<file path="src/hw/rtl/mte_pkg.sv">
// shared types, symbol codes and the character lookup for the morse encoder
// no dependencies
package mte_pkg;

  typedef enum logic [1:0] {
    SYM_DOT  = 2'd0,
    SYM_DASH = 2'd1,
    SYM_GAP  = 2'd2,
    SYM_WORD = 2'd3
  } sym_t;

  localparam int unsigned MaxSyms = 7;
  localparam int unsigned MaxElems = 6;
  localparam int unsigned IdxW = $clog2(MaxSyms);
  localparam int unsigned ChrW = 8;

  typedef struct packed {
    logic [IdxW-1:0]        last_idx;
    logic [MaxSyms-1:0][1:0] syms;
  } job_t;

  typedef struct packed {
    logic known;
    job_t job;
  } class_t;

  // queue push side and pop side
  typedef struct packed {
    logic valid;
    job_t job;
  } q_push_t;

  typedef struct packed {
    logic valid;
    job_t job;
  } q_head_t;

  // first element in pat[5], 1 means dash
  function automatic class_t mte_classify(input logic [ChrW-1:0] ch);
    logic [ChrW-1:0] up;
    logic            known;
    logic [IdxW-1:0] len;
    logic [MaxElems-1:0] pat;
    class_t          res;
    up = ch;
    if (ch >= "a" && ch <= "z") begin
      up = ch & 8'hDF;
    end
    known = 1'b1;
    len = 3'd0;
    pat = 6'b000000;
    unique case (up)
      "A": begin len = 3'd2; pat = 6'b010000; end
      "B": begin len = 3'd4; pat = 6'b100000; end
      "C": begin len = 3'd4; pat = 6'b101000; end
      "D": begin len = 3'd3; pat = 6'b100000; end
      "E": begin len = 3'd1; pat = 6'b000000; end
      "F": begin len = 3'd4; pat = 6'b001000; end
      "G": begin len = 3'd3; pat = 6'b110000; end
      "H": begin len = 3'd4; pat = 6'b000000; end
      "I": begin len = 3'd2; pat = 6'b000000; end
      "J": begin len = 3'd4; pat = 6'b011100; end
      "K": begin len = 3'd3; pat = 6'b101000; end
      "L": begin len = 3'd4; pat = 6'b010000; end
      "M": begin len = 3'd2; pat = 6'b110000; end
      "N": begin len = 3'd2; pat = 6'b100000; end
      "O": begin len = 3'd3; pat = 6'b111000; end
      "P": begin len = 3'd4; pat = 6'b011000; end
      "Q": begin len = 3'd4; pat = 6'b110100; end
      "R": begin len = 3'd3; pat = 6'b010000; end
      "S": begin len = 3'd3; pat = 6'b000000; end
      "T": begin len = 3'd1; pat = 6'b100000; end
      "U": begin len = 3'd3; pat = 6'b001000; end
      "V": begin len = 3'd4; pat = 6'b000100; end
      "W": begin len = 3'd3; pat = 6'b011000; end
      "X": begin len = 3'd4; pat = 6'b100100; end
      "Y": begin len = 3'd4; pat = 6'b101100; end
      "Z": begin len = 3'd4; pat = 6'b110000; end
      "0": begin len = 3'd5; pat = 6'b111110; end
      "1": begin len = 3'd5; pat = 6'b011110; end
      "2": begin len = 3'd5; pat = 6'b001110; end
      "3": begin len = 3'd5; pat = 6'b000110; end
      "4": begin len = 3'd5; pat = 6'b000010; end
      "5": begin len = 3'd5; pat = 6'b000000; end
      "6": begin len = 3'd5; pat = 6'b100000; end
      "7": begin len = 3'd5; pat = 6'b110000; end
      "8": begin len = 3'd5; pat = 6'b111000; end
      "9": begin len = 3'd5; pat = 6'b111100; end
      ".": begin len = 3'd6; pat = 6'b010101; end
      ",": begin len = 3'd6; pat = 6'b110011; end
      ":": begin len = 3'd6; pat = 6'b111000; end
      "?": begin len = 3'd6; pat = 6'b001100; end
      8'h27: begin len = 3'd6; pat = 6'b011110; end
      "-": begin len = 3'd6; pat = 6'b100001; end
      "/": begin len = 3'd5; pat = 6'b100100; end
      "(": begin len = 3'd5; pat = 6'b101100; end
      ")": begin len = 3'd6; pat = 6'b101101; end
      8'h22: begin len = 3'd6; pat = 6'b010010; end
      "&": begin len = 3'd5; pat = 6'b010000; end
      default: known = 1'b0;
    endcase
    res.known = known;
    for (int i = 0; i < MaxSyms; i++) begin
      res.job.syms[i] = SYM_GAP;
    end
    for (int i = 0; i < MaxElems; i++) begin
      if (IdxW'(i) < len) begin
        res.job.syms[i] = pat[MaxElems-1-i] ? SYM_DASH : SYM_DOT;
      end
    end
    res.job.last_idx = len;
    // space: separator then two gaps
    if (ch == " ") begin
      res.known = 1'b1;
      res.job.syms[0] = SYM_WORD;
      res.job.last_idx = 3'd2;
    end
    return res;
  endfunction

endpackage

</file>
<file path="src/hw/rtl/mte_front.sv">
// front stage: accepts characters, looks up their code and drops unknown ones
// depends on mte_pkg
module mte_front (
  input  logic                     clk,
  input  logic                     rst_n,
  input  logic                     in_valid,
  output logic                     in_stall,
  input  logic [mte_pkg::ChrW-1:0] in_character,
  input  logic                     q_full,
  output mte_pkg::q_push_t         q_push
);
  import mte_pkg::*;

  logic   fr_valid_r, fr_valid_nxt;
  job_t   fr_job_r;
  class_t cls;
  logic   in_fire;

  assign cls      = mte_classify(in_character);
  assign in_stall = fr_valid_r && q_full;
  assign in_fire  = in_valid && !in_stall;

  always_comb begin
    fr_valid_nxt = fr_valid_r && q_full;
    if (in_fire) begin
      fr_valid_nxt = cls.known;
    end
  end

  always_ff @(posedge clk) begin
    if (!rst_n) begin
      fr_valid_r <= 1'b0;
    end else begin
      fr_valid_r <= fr_valid_nxt;
    end
  end

  always_ff @(posedge clk) begin
    if (in_fire) begin
      fr_job_r <= cls.job;
    end
  end

  assign q_push.valid = fr_valid_r;
  assign q_push.job   = fr_job_r;

endmodule

</file>
<file path="src/hw/rtl/mte_queue.sv">
// two-entry queue of looked-up character codes between front and back
// depends on mte_pkg
module mte_queue (
  input  logic             clk,
  input  logic             rst_n,
  input  mte_pkg::q_push_t q_push,
  output logic             q_full,
  output mte_pkg::q_head_t q_head,
  input  logic             q_pop
);
  import mte_pkg::*;

  job_t       mem_r [2];
  logic       wr_ptr_r, wr_ptr_nxt;
  logic       rd_ptr_r, rd_ptr_nxt;
  logic [1:0] count_r, count_nxt;
  logic       do_push, do_pop;

  assign q_full  = count_r == 2'd2;
  assign do_push = q_push.valid && !q_full;
  assign do_pop  = q_pop && count_r != 2'd0;

  always_comb begin
    wr_ptr_nxt = wr_ptr_r ^ do_push;
    rd_ptr_nxt = rd_ptr_r ^ do_pop;
    count_nxt  = count_r + {1'b0, do_push} - {1'b0, do_pop};
  end

  always_ff @(posedge clk) begin
    if (!rst_n) begin
      wr_ptr_r <= 1'b0;
      rd_ptr_r <= 1'b0;
      count_r  <= 2'd0;
    end else begin
      wr_ptr_r <= wr_ptr_nxt;
      rd_ptr_r <= rd_ptr_nxt;
      count_r  <= count_nxt;
    end
  end

  always_ff @(posedge clk) begin
    if (do_push) begin
      mem_r[wr_ptr_r] <= q_push.job;
    end
  end

  assign q_head.valid = count_r != 2'd0;
  assign q_head.job   = mem_r[rd_ptr_r];

endmodule

</file>
<file path="src/hw/rtl/mte_back.sv">
// back stage: plays out the symbols of one character, one per cycle unless out_stall holds it, on the result channel
// depends on mte_pkg
module mte_back (
  input  logic             clk,
  input  logic             rst_n,
  input  mte_pkg::q_head_t q_head,
  output logic             q_pop,
  output logic             out_valid,
  input  logic             out_stall,
  output logic [1:0]       out_symbol,
  output logic             out_last_of_run
);
  import mte_pkg::*;

  logic            busy_r, busy_nxt;
  job_t            job_r, job_nxt;
  logic [IdxW-1:0] idx_r, idx_nxt;
  logic            out_fire, at_last;

  assign out_fire = busy_r && !out_stall;
  assign at_last  = idx_r == job_r.last_idx;
  assign q_pop    = q_head.valid && (!busy_r || (out_fire && at_last));

  always_comb begin
    busy_nxt = busy_r;
    job_nxt  = job_r;
    idx_nxt  = idx_r;
    if (q_pop) begin
      busy_nxt = 1'b1;
      job_nxt  = q_head.job;
      idx_nxt  = '0;
    end else if (out_fire && at_last) begin
      busy_nxt = 1'b0;
    end else if (out_fire) begin
      idx_nxt = idx_r + 1'b1;
    end
  end

  always_ff @(posedge clk) begin
    if (!rst_n) begin
      busy_r <= 1'b0;
      idx_r  <= '0;
    end else begin
      busy_r <= busy_nxt;
      idx_r  <= idx_nxt;
    end
  end

  always_ff @(posedge clk) begin
    job_r <= job_nxt;
  end

  assign out_valid       = busy_r;
  assign out_symbol      = job_r.syms[idx_r];
  assign out_last_of_run = at_last;

endmodule

</file>
<file path="src/hw/rtl/morse_text_encoder.sv">
// International Morse encoder: one ASCII character in per word, one symbol out per word
// (symbols 0 dot, 1 dash, 2 gap, 3 word separator; last_of_run marks the closing gap).
// Letters match in either case; digits and . , : ? ' - / ( ) " & are covered, a space
// gives separator, gap, gap, and any other character is taken and produces nothing.
// The result side sends one symbol per cycle while out_stall is low; a character's run is
// its code followed by a gap (separator, gap, gap for a space), stepped through by the back
// stage's symbol counter. The first symbol appears once the character has passed the front
// register, the two-entry queue and the back stage's registers, and the front keeps
// taking characters while the back is busy until the queue fills. No clearing pass
// after reset.
// depends on mte_pkg, mte_front, mte_queue, mte_back
module morse_text_encoder (
  input  logic                     clk,
  input  logic                     rst_n,
  input  logic                     in_valid,
  output logic                     in_stall,
  input  logic [mte_pkg::ChrW-1:0] in_character,
  output logic                     out_valid,
  input  logic                     out_stall,
  output logic [1:0]               out_symbol,
  output logic                     out_last_of_run
);
  import mte_pkg::*;

  q_push_t q_push;
  q_head_t q_head;
  logic    q_full;
  logic    q_pop;

  mte_front u_front (
    .clk          (clk),
    .rst_n        (rst_n),
    .in_valid     (in_valid),
    .in_stall     (in_stall),
    .in_character (in_character),
    .q_full       (q_full),
    .q_push       (q_push)
  );

  mte_queue u_queue (
    .clk    (clk),
    .rst_n  (rst_n),
    .q_push (q_push),
    .q_full (q_full),
    .q_head (q_head),
    .q_pop  (q_pop)
  );

  mte_back u_back (
    .clk             (clk),
    .rst_n           (rst_n),
    .q_head          (q_head),
    .q_pop           (q_pop),
    .out_valid       (out_valid),
    .out_stall       (out_stall),
    .out_symbol      (out_symbol),
    .out_last_of_run (out_last_of_run)
  );

endmodule

</file>
<file path="config.mk">
export PLATFORM = sky130hd
export DESIGN_NAME = morse_text_encoder
export DESIGN_NICKNAME = d
export VERILOG_FILES = /design/src/hw/rtl/mte_pkg.sv /design/src/hw/rtl/mte_front.sv /design/src/hw/rtl/mte_queue.sv /design/src/hw/rtl/mte_back.sv /design/src/hw/rtl/morse_text_encoder.sv
export SDC_FILE = /design/constraint.sdc
export NUM_CORES = 1
export LEC_CHECK = 0
export ABC_AREA = 1
export BUFFER_PORTS_ARGS = -buffer_cell sky130_fd_sc_hd__buf_4
export CAP_MARGIN = 30
export CORE_ASPECT_RATIO = 0.75
export CORE_MARGIN = 8
export CORE_UTILIZATION = 30
export CTS_CLUSTER_DIAMETER = 200
export DETAILED_ROUTE_END_ITERATION = 16
export PLACE_DENSITY = 0.54
export SYNTH_ARGS = -nofsm -noshare
export SYNTH_HDL_FRONTEND = slang
export SYNTH_SLANG_ARGS = --single-unit
</file>
<file path="constraint.sdc">
create_clock -name clk -period 4.7 [get_ports clk]
set_input_delay 0.47 -clock clk [delete_from_list [all_inputs] [get_ports clk]]
set_output_delay 0.47 -clock clk [all_outputs]
set_load 0.01 [all_outputs]
</file>
# == After elaboration in Yosys (flattened, before gate mapping) ==
# Memory sizes are Yosys's and may differ from the RTL's. A register that Yosys moved wholly into a read port is not among the register bits.
# Index checks and enable logic that the tools add are counted.
# classes
bitwise_logic,5
order_cmp,9
n_addsub,3
reduce_logical,35
muxes,19
n_eq_ne,50
# op_table
operator,n
8-bit by 7-bit equality test with 1-bit output (second input constant),26
8-bit by 6-bit equality test with 1-bit output (second input constant),22
6-bit case mux with 24 select lines,1
47-bit OR reduction,1
3-bit case mux with 6 select lines,1
2-bit OR reduction,9
8-bit OR reduction,2
1-bit 2-to-1 mux,13
13-bit OR reduction,1
12-bit OR reduction,1
4-bit OR reduction,3
8-bit by 7-bit >= comparator with 1-bit output (second input constant),1
8-bit by 7-bit less-or-equal comparator with 1-bit output (second input constant),1
1-bit logical AND,8
2-bit binary-select mux with 3-bit select,1
1-bit by 3-bit less-than comparator with 1-bit output (first input constant),2
2-bit by 3-bit less-than comparator with 1-bit output (first input constant),2
3-bit less-than comparator (first input constant),2
6-bit 2-to-1 mux,1
5-bit OR reduction,1
1-bit logical NOT,4
3-bit by 4-bit less-than comparator with 1-bit output (second input constant),1
4-bit 2-to-1 mux,1
2-bit nonzero test,2
other kinds (11),14
# totals
inputBits,12
reg_bits,26
mem_count,1
mem_bits_rw,30
elab_cells,137
output_inout_bits,5
# mem_list
memory,words,word_bits,rd,rd_clocked_by_memory_dff,wr,line,rtl
u_queue.mem_r,2,15,1,1,1,mte_queue.sv:13,job_t mem_r [2];

# == Depth between registers and ports, before layout ==
# Gate-level depths: netlist of the first run.
# logic_depth
ltp_word,9
mapped_depth,16
ltp_nobuf,15

# == Hierarchy ==
# From an unflattened synthesis of the first run, not the netlist that was laid out.
# hier_totals
cells_unflattened,418
area_unflattened_um2,4045.1
# by_module_without_submodules
module,n_inst,seq_area_each_um2,cells_per_inst,area_each_um2
mte_queue,1,1121.1,90,1541.5
mte_front,1,470.5,242,1532.7
mte_back,1,590.6,86,970.9

# == Worst setup path after synthesis of the first run ==
# OpenSTA, ideal clock, no wires.
# synth_timing
path_type,reg2reg
startpoint,reg u_back.idx_r[0]
endpoint,reg u_queue.count_r[1]
t_arrival_ns,2.305
stages_incl_launch_ff,13
required_time_ns,4.630
path_buffers,1
period_less_slack_ns,2.374
slack_ns,2.326
setup_ns,0.070
path_cell_list,dfxtp_1 > buf_2 > xnor2_1 > nand3_1 > o21ai_0 > o21ai_0 > inv_1 > ha_1 > inv_1 > ha_1 > xor2_1 > o21ai_0 > a21oi_1
# synth_via
elab_chain_len,6
# synth_rtl
item,line,rtl
"start, declared",mte_back.sv:17,"logic [IdxW-1:0] idx_r, idx_nxt;"
"start signal, assigned",mte_back.sv:45,idx_r <= idx_nxt;
3-bit equality test,mte_back.sv:21,assign at_last = idx_r == job_r.last_idx;
1-bit logical AND,mte_back.sv:22,assign q_pop = q_head.valid && (!busy_r || (out_fire && at_last));
1-bit logical OR,mte_back.sv:22,
1-bit logical AND,mte_back.sv:22,
via q_pop,morse_text_encoder.sv:28,logic q_pop;
1-bit logical AND,mte_queue.sv:21,assign do_pop = q_pop && count_r != 2'd0;
2-bit by 1-bit subtractor with 2-bit output,mte_queue.sv:26,"count_nxt = count_r + {1'b0, do_push} - {1'b0, do_pop};"
"end signal, assigned",mte_queue.sv:37,count_r <= count_nxt;
"end, declared",mte_queue.sv:16,"logic [1:0] count_r, count_nxt;"
# The timed path passes the listed nets, and every way through them passes these cells.
# A chain may end at the register's enable or synchronous reset.

# == Final worst setup path of the first run ==
# Same ends and word-level chain as after synthesis.

==> results of run 1 <==
logic make-up (layout without fill, tap and decap cells):
kind of cell               count (synthesis)  after routing  share of synthesized area
AOI/OAI and AO/OA                         40             40                     0.0679
xor gates and xnor gates                   4              4                     0.0103
adders and majority gates                  5              5                     0.0185
buffers and inverters                     50             77                     0.0580
DFF                                       69             69                      0.585
and+or+nand+nor                          199            199                      0.261
through the flow:
stage | util | total power [mW] | std cells | instance area (um^2) | setup slack [ns]
2_1_floorplan | - | 1.07 | 367 | 3390 | 2.33
3_3_place_gp | 0.333 | 1.18 | 518 | 3660 | 2.08
3_5_place_dp | 0.333 | 1.18 | 518 | 3660 | 1.91
4_1_cts | 0.361 | 1.87 | 534 | 3970 | 1.83
5_1_grt | 0.361 | 1.95 | 534 | 3970 | 1.51
6_report | 0.361 | 1.85 | 534 | 3970 | 1.85
cell type report:
| class | instances | area, um^2 |
|---|---|---|
| Sequential cell | 69 | 1980 |
| Tap cell | 140 | 175 |
| Clock inverter | 6 | 78.8 |
| Fill cell | 1120 | 7020 |
| Multi-Input combinational cell | 248 | 1210 |
| Timing Repair Buffer | 16 | 120 |
| Clock buffer | 10 | 229 |
| Inverter | 45 | 169 |
Yosys cell counts (4+ instances only):
library cell and instances:
a21oi_1 8, dfxtp_1 9, edfxtp_1 60, ha_1 5, inv_1 36, inv_2 8, nand2_1 103, nand3_1 22
nand4_1 5, nor2_1 39, nor2_2 8, nor3_1 7, o211ai_1 4, o21ai_0 16, o21ai_1 4
worst min path at each step:
stage	startpoint	end	slack, ns	cells past startpoint
6_report	rst_n	u_queue.count_r[0]	0.37	3
3_5_place_dp	u_front.q_push[1]	u_queue.mem_r[1][1]	0.43	0
2_1_floorplan	u_front.q_push[0]	u_queue.mem_r[0][0]	0.42	0
3_3_place_gp	u_front.q_push[0]	u_queue.mem_r[0][0]	0.42	0
4_1_cts	rst_n	u_queue.count_r[0]	0.36	3
5_1_grt	rst_n	u_queue.count_r[0]	0.37	3
registers in the layout, indices dropped and copies added, names as in the netlist:
register and flops:
u_front.q_push 15, u_back.out_valid 1, u_queue.count_r 2, u_queue.wr_ptr_r 1
u_queue.mem_r 30, u_front.fr_valid_r 1, u_queue.rd_ptr_r 1, u_back.idx_r 3
u_back.job_r 15
tightest hold or removal path, stage by stage:
cell and delay (ns):
buf_4 0.10, nand2_1 0.05, inv_1 0.04
metal layers:
metal	track usage	wire [um]	part of all wire
met3	0.0321	353	0.051
met2	0.154	3060	0.44
met5	0	0	0
met1	0.119	3420	0.49
met4	0.0414	115	0.017
report_power, final:
part	switching, mW	internal [mW]
registers	0.0598	0.794
logic	0.208	0.106
clock network	0.222	0.459
total	0.490	1.36
==> results.txt, run 1 <==
----------------------------------------------------
[Drt]
  Initial detailed-routing violation count ... about 220
  Total Routed Length ... between 6000 and 7000 um
  Routed Antenna Nets ... 0
  Detailed-route DRC error count ... 0
  First-pass DRT Iterations ... 4
  Post-detailed-route wirelength per cell ... 13.0 um
  Number of vias per cell after detailed routing ... between 4 and 5
  Detailed-route via count ... 2492

[Floorplanning]
  CORE AREA ... 11000 um^2
  Top-Level Pins ... 17
  Die Width ... about 140 um
  Area of the die ... 15000 um^2
  Number of placement rows ... 33
  Die H ... approximately 110 um
  Initial core utilization ... 0.309

[Critical path]
  Worst path bufs/invs ... 2
  Minimum setup slack among reg-to-reg paths ... 1.85 ns
  Crit path largest cell delay ... 0.52 ns
  Worst endpoint data arrival time ... 3.10 ns
  Stages on worst setup path ... 11
  End of the critical path ... u_queue.count_r[1]
  Critical path startpoint category ... register
  End of the worst register-to-register path ... u_queue.count_r[1]
  Highest net fanout along the worst path ... 16
  Critical-path cell list ... xnor2_1 -> nand3_1 -> o21ai_0 -> o21ai_0 -> inv_1 -> ha_1 -> inv_1 -> ha_1 -> xor2_1 -> o21ai_0 -> a21oi_1
  CP max-delay cell ... dfxtp_1
  Sort of element at the end of the critical path ... register
  R2r worst-path depth ... 11
  CP delay by family, top ... compound AO/OA/AOI/OAI gates
  Most frequent CP cell ... o21ai_0
  Critical Path RT ... about 5.0 ns
  Crit Path Category ... register to register
  Critical register-to-register path startpoint ... u_back.idx_r[0]
  Timing startpoint of the critical path ... u_back.idx_r[0]

[Clock tree]
  Clk slew on worst S/H paths ... 0.05 ns
  Clock latency at the later pin of the worst-skew pair ... 0.32 ns
  Maximum number of buffers from clock root to sink ... 2
  Total of cells resized after clock tree synthesis ... 0
  Number of buffers created by CTS ... 9
  CTS sink cnt ... 69
  Clock root buffer master ... clkbuf_16
  TritonCTS clock tree ... yes
  Number of buffers added to fix hold violations after cts ... 0
  CTS H-Tree Depth ... 3
  Post-CTS setup repair buffer count ... 0

[Finish]
  Share of layout cells above drive strength 1 ... 0.137
  Final net count ... 406
  Commonest non-fill, non-tap cell in the layout ... nand2_1
  Most used cells in the layout excluding fill and tap cells ... 103 x nand2_1, 60 x edfxtp_1, 39 x nor2_1, 36 x inv_1, 22 x nand3_1
  Antenna diodes ... 0
  Layout overhead on the synthesized area ... 17.0%

[Timing]
  FMAX ... 351 MHz
  Least-Margin Pin Slew ... 0.759 ns
  Sum Neg Setup Slack ... 0 ns
  Setup repair after global routing missed its margin ... no
  Total count of hold-check failures in the final report ... 0
  Post-Route Hold Slack ... around 0.37 ns
  Slew Limit Headroom ... 0.494
  Time the final worst path needs with I/O delays and setup ... 2.85 ns
  Tcrit/Tclk final ... 0.606
  Max Slew Vio Count ... 0
  Final number of setup-violating endpoints ... 0
  Max Clock Skew ... 0.00585 ns

[Logic synthesis]
  Fraction of registers with async set or reset after synthesis ... 0
  Yosys Warn Count ... 0
  Synth Flop Type ... edfxtp_1
  Cell type with the highest aggregate area in the netlist ... edfxtp_1
  Per-instance average area after synthesis ... 9.24 um^2
  Register area share after synthesis ... 0.585
  Post-synthesis cell count ... 367
  Post-Syn Nets ... approximately 380
  Number of unique standard cell types used by synthesis ... 36
  Leading cell types by total area after synthesis ... edfxtp_1 53%, nand2_1 11%, dfxtp_1 5.3%, nor2_1 4.3%, inv_1 4.0%
  Top cell type's share of synthesized area ... 0.532
  Cell area after synthesis ... 3390 um^2
  Number of synthesized flops with an enable pin ... 60
  Seq cells post-synth ... 69

[Global route]
  Vias in the first global route ... around 2500
  First-pass GRT wire length ... 11600 um
  GRT overflow ... 0
  Combined global-route utilization of all metal layers ... 0.0966
  Initial antenna violation count ... 0
  Pin count of the biggest net entering global routing ... 18

[Worst hold path]
  Class of the tightest hold or removal check ... primary input to register

[Place]
  Detailed placer's ending HPWL ... slightly above 5000 um
  Input/output buffers ... 16
  RePlAce Congestion ... 0.911

[Pwr]
  Leak ... 1.65 nW
  PwrDens ... approximately 470 nW/um^2
  Peak supply drop ... 0.197 mV

[Flow run]
  Number of maximum-capacitance constraint violations ... 0

[Run status]
  Status ... completed

----------------------------------------------------
Note: power is estimated with default switching activity, not from simulation.
==> run 2, diff against run 1 <==
- clock period: 4.7 -> 2.9 ns (I/O delays scaled with it)
==> run 2 against run 1 <==
  * Sequential power rose by 58%
  * Via count fell by 0.48%
  * Global-route usage rose by 0.14 points
  * Critical endpoint unchanged
  * Cell area rose by 1.4%
==> results.txt, run 2 (synthesis results as in run 1) <==
----------------------------------------------------
[Run status]
  Status ... completed

[Timing]
  Setup repair after global routing missed its margin ... no
  Max Slew Vio Count ... 0
  Least-Margin Pin Slew ... 0.750 ns
  Sum Neg Setup Slack ... 0 ns
  Total count of hold-check failures in the final report ... 0
  FMAX ... around 450 MHz
  Post-Route Hold Slack ... around 0.19 ns
  Final setup slack of the worst path ... 0.677 ns
  Final number of setup-violating endpoints ... 0
  Tcrit/Tclk final ... 0.767
  Time the final worst path needs with I/O delays and setup ... 2.22 ns
  Slew Limit Headroom ... 0.500
  Max Clock Skew ... 0.00444 ns

[Global route]
  GRT overflow ... 0
  Initial antenna violation count ... 0
  First-pass GRT wire length ... 11900 um
  Combined global-route utilization of all metal layers ... 0.0980
  Pin count of the biggest net entering global routing ... 18
  Vias in the first global route ... between 2000 and 2500

[Clock tree]
  Number of buffers added to fix hold violations after cts ... 0
  Clock root buffer master ... clkbuf_16
  Post-CTS setup repair buffer count ... 0
  Maximum number of buffers from clock root to sink ... 2
  TritonCTS clock tree ... yes
  CTS H-Tree Depth ... 3
  Clk slew on worst S/H paths ... 0.06 ns
  Total of cells resized after clock tree synthesis ... 0
  Clock latency at the later pin of the worst-skew pair ... 0.32 ns
  Number of buffers created by CTS ... 9
  CTS sink cnt ... 69

[Finish]
  Top reg by flops ... u_queue.mem_r
  Flip-flop count of the largest register after layout ... 30
  Antenna diodes ... 0
  Share of layout cells above drive strength 1 ... 0.146
  Most used cells in the layout excluding fill and tap cells ... 103 x nand2_1, 60 x edfxtp_1, 39 x nor2_1, 36 x inv_1, 22 x nand3_1
  Commonest non-fill, non-tap cell in the layout ... nand2_1
  Final net count ... 408
  Layout overhead on the synthesized area ... 18.6%

[Drt]
  Routed Antenna Nets ... 0
  Initial detailed-routing violation count ... 208
  First-pass DRT Iterations ... 5
  Detailed-route via count ... 2480
  Detailed-route DRC error count ... 0
  Number of vias per cell after detailed routing ... 4.63
  Post-detailed-route wirelength per cell ... 13.3 um
  Total Routed Length ... 7120 um

[Place]
  RePlAce Congestion ... 0.940
  Place WS ... 0.683 ns
  Input/output buffers ... 16
  Detailed placer's ending HPWL ... about 5300 um

[Critical path]
  Crit Path Category ... register to register
  Minimum setup slack among reg-to-reg paths ... 0.68 ns
  CP delay by family, top ... compound AO/OA/AOI/OAI gates
  Most frequent CP cell ... o21ai_0
  Highest net fanout along the worst path ... 10
  Worst endpoint data arrival time ... about 2.5 ns
  Crit path largest cell delay ... 0.50 ns
  Worst path bufs/invs ... 2
  Critical-path cell list ... xnor2_1 -> nand3_1 -> o21ai_0 -> o21ai_0 -> inv_1 -> ha_1 -> inv_1 -> ha_1 -> xor2_1 -> o21ai_0 -> a21oi_1
  Critical Path RT ... 3.16 ns
  End of the worst register-to-register path ... u_queue.count_r[1]
  CP max-delay cell ... dfxtp_1
  R2r worst-path depth ... 11
  Critical register-to-register path startpoint ... u_back.idx_r[0]
  Sort of element at the end of the critical path ... register
  Critical path startpoint category ... register

[Worst hold path]
  Hold depth ... 3
  Hold Path Sink ... u_queue.count_r[0]
  Class of the tightest hold or removal check ... primary input to register
  Hold Startpoint ... rst_n

[Floorplanning]
  Number of placement rows ... 33
  Die Width ... 139 um
  Top-Level Pins ... 17
  Die H ... 108 um
  Area of the die ... 15000 um^2
  CORE AREA ... 11000 um^2
  Initial core utilization ... 0.309

[Pwr]
  Peak supply drop ... about 0.33 mV
  PwrDens ... 782 nW/um^2
  Leak ... around 1.7 nW

[Flow run]
  Number of maximum-capacitance constraint violations ... 0

----------------------------------------------------
run 2: stage by stage:
step / power, mW / utilization / instances / instance area (um^2)
floorplan: 1.73 / - / 367 / 3390
global placement: 1.93 / 0.334 / 520 / 3670
detailed placement: 1.93 / 0.334 / 520 / 3670
CTS: 3.18 / 0.366 / 536 / 4020
global route: 3.32 / 0.366 / 536 / 4020
finish: 3.14 / 0.366 / 536 / 4020
run 2: layout make-up:
| type | instances | area [um^2] |
|---|---|---|
| fillers | 1100 | 6960 |
| flip-flops and latches | 69 | 1980 |
| multi-input cells | 248 | 1210 |
| clock buffers | 9 | 225 |
| well taps | 140 | 175 |
| inverters | 45 | 169 |
| repair buffers | 18 | 135 |
| clock inverters | 7 | 123 |
run 2: worst max-delay path by stage:
| stage | startpoint | to | slack (ns) | cells past startpoint |
|---|---|---|---|---|
| floorplan | u_back.idx_r[0] | u_queue.count_r[1] | 0.53 | 12 |
| global placement | u_back.idx_r[0] | u_queue.count_r[1] | 0.76 | 11 |
| detailed placement | u_back.idx_r[0] | u_queue.count_r[1] | 0.68 | 11 |
| CTS | u_back.idx_r[0] | u_queue.count_r[1] | 0.67 | 11 |
| global route | u_back.idx_r[0] | u_queue.count_r[1] | 0.35 | 11 |
| finish | u_back.idx_r[0] | u_queue.count_r[1] | 0.68 | 11 |
run 2: metal layers:
layer	track usage	part of all wire
met1	0.121	0.48
met2	0.160	0.45
met3	0.0286	0.059
met4	0.0383	0.013
met5	0	0
run 2: report_power, final:
group	internal, mW	leakage, nW	switching [mW]
Combinational	0.189	0.878	0.364
Clock	0.843	0.162	0.399
Sequential	1.28	0.624	0.0644
Total	2.32	1.66	0.827
run 2: worst register-to-register path: stages, from the launching register on:
cell and delay (ns):
dfxtp_1 0.50, xnor2_1 0.16, nand3_1 0.13, o21ai_0 0.21
o21ai_0 0.22, inv_1 0.13, ha_1 0.23, inv_1 0.06
ha_1 0.15, xor2_1 0.17, o21ai_0 0.09, a21oi_1 0.11
